## config.mk

```make
export PLATFORM = sky130hd
export DESIGN_NAME = prim_mst_ctrl
export DESIGN_NICKNAME = d
export VERILOG_FILES = /design/src/sv/prim_mst_pkg.sv /design/src/sv/prim_mst_ctrl.sv
export VERILOG_INCLUDE_DIRS = /design/src /design/src/sv
export SDC_FILE = /design/constraint.sdc
export NUM_CORES = 1
export LEC_CHECK = 0
export ABC_AREA = 1
export BUFFER_PORTS_ARGS = -buffer_cell sky130_fd_sc_hd__buf_2
export CAP_MARGIN = 20
export CORE_AREA = 5 5 42 44
export CTS_BUF_LIST = sky130_fd_sc_hd__clkbuf_8
export DETAILED_ROUTE_END_ITERATION = 6
export DIE_AREA = 0 0 47 49
export MAX_ROUTING_LAYER = met4
export PLACE_DENSITY = 0.48
export SLEW_MARGIN = 20
export SYNTH_ARGS = -nofsm -noshare
export SYNTH_HDL_FRONTEND = slang
export SYNTH_SLANG_ARGS = --single-unit
```

## constraint.sdc

```tcl
create_clock -name i_clk -period 1.25 [get_ports i_clk]
set_input_delay 0.25 -clock i_clk [delete_from_list [all_inputs] [get_ports i_clk]]
set_output_delay 0.25 -clock i_clk [all_outputs]
set_load 0.01 [all_outputs]
```

## src/sv/prim_mst_adjacency_matrix_unit_assert.svh

```systemverilog
// Assertion macros shared by the spanning tree unit modules
`ifndef PRIM_MST_ADJACENCY_MATRIX_UNIT_ASSERT_SVH
`define PRIM_MST_ADJACENCY_MATRIX_UNIT_ASSERT_SVH

// Consequent must hold in the same cycle as the antecedent
`define PM_ASSERT_SAME(lbl, clk, rst_n, ante, cons, msg) \
    lbl: assert property (@(posedge clk) disable iff (!rst_n) (ante) |-> (cons)) \
        else $error(msg);

// Consequent must hold in the cycle after the antecedent
`define PM_ASSERT_NEXT(lbl, clk, rst_n, ante, cons, msg) \
    lbl: assert property (@(posedge clk) disable iff (!rst_n) (ante) |=> (cons)) \
        else $error(msg);

`endif

```

## src/sv/prim_mst_pkg.sv

```systemverilog
// Types, constants and codes of the spanning tree unit
package prim_mst_pkg;

    localparam int MAX_VERTICES = 32;
    localparam int WEIGHT_BITS  = 16;

    localparam int VTX_W  = 6;
    localparam int WGT_W  = 16;
    localparam int CMD_W  = 2;
    localparam int IDX_W  = $clog2(MAX_VERTICES);
    localparam int CNT_W  = $clog2(MAX_VERTICES + 1);
    localparam int ADDR_W = 2 * IDX_W;
    localparam int ADJ_DEPTH = 1 << ADDR_W;
    localparam int KEY_W  = WEIGHT_BITS + 1;

    localparam logic [KEY_W-1:0] KEY_INF       = '1;
    localparam logic [VTX_W-1:0] VCOUNT_RESET  = VTX_W'(32);

    typedef enum logic [CMD_W-1:0] {
        CMD_CLEAR = 2'd0,
        CMD_EDGE  = 2'd1,
        CMD_RUN   = 2'd2
    } t_cmd;

    typedef enum logic [2:0] {
        ST_CLEAR,
        ST_IDLE,
        ST_EDGE,
        ST_SCAN,
        ST_EMIT
    } t_state;

    typedef struct packed {
        logic clear_step;
        logic edge_first;
        logic edge_second;
        logic run_init;
        logic scan_step;
        logic emit;
    } t_dp_cmd;

    typedef struct packed {
        logic clear_done;
        logic scan_done;
        logic out_free;
        logic last_pick;
    } t_dp_sts;

endpackage

```

## src/sv/prim_mst_ctrl.sv

```systemverilog
// Sequencer for matrix clear, edge load and spanning tree runs
`include "prim_mst_adjacency_matrix_unit_assert.svh"

module prim_mst_ctrl (
    input  logic                          i_clk,
    input  logic                          i_rst_n,
    input  logic                          i_in_valid,
    output logic                          o_in_ready,
    input  logic [prim_mst_pkg::CMD_W-1:0] i_command,
    input  prim_mst_pkg::t_dp_sts         i_sts,
    output prim_mst_pkg::t_dp_cmd         o_cmd
);

    prim_mst_pkg::t_state r_state;
    prim_mst_pkg::t_state n_state;

    always_ff @(posedge i_clk) begin
        if (!i_rst_n) begin
            r_state <= prim_mst_pkg::ST_CLEAR;
        end else begin
            r_state <= n_state;
        end
    end

    always_comb begin
        n_state    = r_state;
        o_cmd      = '0;
        o_in_ready = 1'b0;
        unique case (r_state)
            prim_mst_pkg::ST_CLEAR: begin
                o_cmd.clear_step = 1'b1;
                if (i_sts.clear_done) begin
                    n_state = prim_mst_pkg::ST_IDLE;
                end
            end
            prim_mst_pkg::ST_IDLE: begin
                o_in_ready = 1'b1;
                if (i_in_valid) begin
                    unique case (prim_mst_pkg::t_cmd'(i_command))
                        prim_mst_pkg::CMD_CLEAR: begin
                            n_state = prim_mst_pkg::ST_CLEAR;
                        end
                        prim_mst_pkg::CMD_EDGE: begin
                            o_cmd.edge_first = 1'b1;
                            n_state          = prim_mst_pkg::ST_EDGE;
                        end
                        prim_mst_pkg::CMD_RUN: begin
                            o_cmd.run_init = 1'b1;
                            n_state        = prim_mst_pkg::ST_SCAN;
                        end
                        default: begin
                            // undefined command: beat is dropped
                        end
                    endcase
                end
            end
            prim_mst_pkg::ST_EDGE: begin
                // mirror write of the symmetric entry
                o_cmd.edge_second = 1'b1;
                n_state           = prim_mst_pkg::ST_IDLE;
            end
            prim_mst_pkg::ST_SCAN: begin
                o_cmd.scan_step = 1'b1;
                if (i_sts.scan_done) begin
                    n_state = prim_mst_pkg::ST_EMIT;
                end
            end
            prim_mst_pkg::ST_EMIT: begin
                if (i_sts.out_free) begin
                    o_cmd.emit = 1'b1;
                    n_state    = i_sts.last_pick ? prim_mst_pkg::ST_IDLE
                                                 : prim_mst_pkg::ST_SCAN;
                end
            end
            default: begin
                n_state = prim_mst_pkg::ST_CLEAR;
            end
        endcase
    end

    `PM_ASSERT_NEXT(a_last_returns_idle, i_clk, i_rst_n, o_cmd.emit && i_sts.last_pick, r_state == prim_mst_pkg::ST_IDLE, "run did not end after last pick")
    `PM_ASSERT_NEXT(a_scan_stays_in_run, i_clk, i_rst_n, r_state == prim_mst_pkg::ST_SCAN, r_state == prim_mst_pkg::ST_SCAN || r_state == prim_mst_pkg::ST_EMIT, "scan left the run")
    `PM_ASSERT_NEXT(a_clear_done_ready, i_clk, i_rst_n, r_state == prim_mst_pkg::ST_CLEAR && i_sts.clear_done, o_in_ready, "not ready after clear sweep")

endmodule

```

==> results.toml <==
[status]
outcome = "finished with violations"
violations = "setup timing"

[power]
combPwrFrac_pct = 58.1
power.leakage_nw = 0.313
p_per_area_nw_per_um2 = 2360
p_sw_share_pct = 43.9
p_seq_share_pct = 20.3
power_switching_w = 0.000554
vdd_drop_max_uv = 790
clkPwrFrac_pct = 21.6
power.total_w = 0.00126
intPower_w = 0.000708

[setup_path]
endpoint = "o_cmd[2]"
critical_path_peak_fanout = 4
crit_arrival_ns = 1.03
rr_worst_depth = 10
worstSetupEndpointType = "primary output"
crit_start = "r_state[2]"
r2r_slack_ns = 0.11
required_ns = 1.00
r2r_end = "r_state[1]"
startpoint_type = "flop"
r2r_start = "r_state[2]"
crit_type = "flop to primary output"

[run]
max_cap_viol_count = 0

[synthesis]
ys.flop_type = "dfxtp_1"
synth_area_um2 = 338
ys_top_cells_by_count = "nand2_1 (16), nor2_1 (10), inv_1 (7)"
avgSynthCellArea_um2 = 6.14
synthMuxAreaShare_pct = 0
synth_cell_types = 17
yosysSeqAreaShare_pct = 17.8
synth_compound_area_share_pct = 2.96
synth_edf_count = 0
syn_inst = 55
synth_fp_nets = 67
synthSimpleGateAreaFrac_pct = 53.7
ys_warn_count = 0
ys_top_cells_by_area = "dfxtp_1 (18%), nand2_1 (18%), ha_1 (11%)"
async_flop_share_pct = 0
synth_top_family_by_area = "simple AND/OR/NAND/NOR gates"
synth.largest_area_cell = "dfxtp_1"
synth_xor_area_share_pct = 0
synthAdderAreaFrac_pct = 11.1
ys_ff_latch = 3
synth_top_area_share_pct = 17.8
yosysMostFrequentCell = "nand2_1"

[layout]
multi_input_area_um2 = 236
nets = 93
stdcell_area_um2 = 536
n_antenna_cell = 0
largest_register_ffs = 3
drive_above_1_share_pct = 47.5
largest_register = "r_state"
top_regs = "r_state (3)"
fillCellCount = 174
seq_area_um2 = 66.3
final_cell_count_no_fill = 96
area_delta_synth_final_pct = 58.5

[clocking]
cts.path.max_buffers = 2
cts_root_buffer = "clkbuf_8"
clk_latency_ns = 0.21
cts.reportedPaths.clkPinSlew_ns = 0.03
ctsHtreeMaxLevel = 1
cts_tree = "yes"
cts_hold_buf = 0
cts-buffers-inserted = 3
clock_sinks = 3

[sta]
final_max_slew_viol_count = 0
slew_headroom_pct = 85.2
hold_slack_ns = 0.273
period_needed_ns = 1.28
worst_pin_slew_ns = 0.220
timing.final.hold_violations = 0
clock_skew_ns = 0.000685
rsz0062_at_grt = "true"
setup-violations-final = 4
worst_slack_ns = -0.0296
fin_crit_sh_pct = 102
clock.fmax_ghz = 0.781
setup_tns_ns = -0.0909

[place]
io_buffers = 15
dpl.hpwl_um = 631
gp_congestion = 0.719
detailed_place.area_um2 = 459
dp_cells = 90

[floorplan]
ios = 16
die_x_um = 47
rows = 14
core-area_um2 = 1400
dieHeight_um = 49
initial_core_util_pct = 24.1
die_area_um2 = 2300

[route]
drtAntennaViolNets = 0
drtPass1Iterations = 4
vias = 393
drtIter0Drc = 3
via_per_inst = 4.09
drc = 0
routed_wl_um = 804
wl_per_cell_um = 8.38

[global_route]
grt.overflow.total = 0
grt_max_degree = 9
grtUsageTotal_pct = 7.64
grt_pass1_wl_um = 1240
antenna_found_initial = 0
first_global_vias = 326

[hold_path]
hold_path.class = "primary input to flop"
==> through the flow <==
stage / utilization (%) / setup WS, ns
after detailed placement: 32.8 / -0.117
final: 38.2 / -0.0296
after global routing: 38.2 / -0.119
after CTS: 37.9 / -0.0717
after global placement: 32.8 / -0.0739
after floorplan: - / 0.0652
==> cell type report <==
cell class	instances	area share, %
clock buffer	3	7.71
multi-input combinational	42	44.2
sequential	3	12.4
timing repair buffer	23	25.2
tap	16	3.74
inverter	8	6.07
clock inverter	1	0.701
==> worst min path at each step <==
stage                     depth (start not counted)    endpoint  slack (ns)     from
after floorplan                                   2  r_state[1]        0.37  i_rst_n
after CTS                                         3  r_state[0]        0.27  i_rst_n
after global placement                            3  r_state[2]        0.51  i_rst_n
final                                             3  r_state[0]        0.27  i_rst_n
after global routing                              3  r_state[2]        0.28  i_rst_n
after detailed placement                          3  r_state[0]        0.51  i_rst_n
==> power by group through the flow <==
stage | Sequential (W) | Combinational, W | Clock [W]
2_1_floorplan | 0.000179 | 0.000547 | 0
3_3_place_gp | 0.000233 | 0.000676 | 0
3_5_place_dp | 0.000233 | 0.000677 | 0
4_1_cts | 0.000255 | 0.000738 | 0.000281
5_1_grt | 0.000266 | 0.000832 | 0.000291
6_report | 0.000256 | 0.000733 | 0.000273
==> per-layer routing <==
layer	vias up	track usage (%)	routed length [um]
li1	215	-	-
met1	166	9.41	369
met2	10	10.9	377
met3	2	1.11	40
met4	0	5.53	16
met5	-	-	0
==> repair_timing <==
action / CTS / global route
setup buffers: 2 / 0
cloned: 0 / 0
pin swaps: 2 / 2
endpoints found under the setup margin: 7 / 6
gates resized for setup: 6 / 1
==> placed cells by master (no fill, tap or decap), drive strengths merged <==
| cell | netlist | final |
|---|---|---|
| clkbuf | 0 | 3 |
| nand3b | 2 | 2 |
| o21ai | 2 | 2 |
| buf | 2 | 23 |
| nor2 | 13 | 13 |
| ha | 3 | 3 |
| nor4 | 1 | 1 |
| nor3 | 1 | 1 |
| nand3 | 1 | 1 |
| nand2 | 19 | 19 |
| inv | 8 | 9 |
| dfxtp | 3 | 3 |
==> critical path, cell delays in order, from the launching register on <==
cell,delay (ns)
dfxtp_2,0.33
inv_4,0.07
nand2_4,0.05
nor2_4,0.10
nand2_2,0.06
nor2_1,0.08
buf_2,0.13
==> cells by family (layout without fill, tap and decap cells) <==
kind of cell | Yosys count | count (layout)
fa+ha+maj | 3 | 3
flops | 3 | 3
simple gates | 37 | 37
buf+inv | 10 | 35
compound gates | 2 | 2
Note: power is estimated with default switching activity, not from simulation.
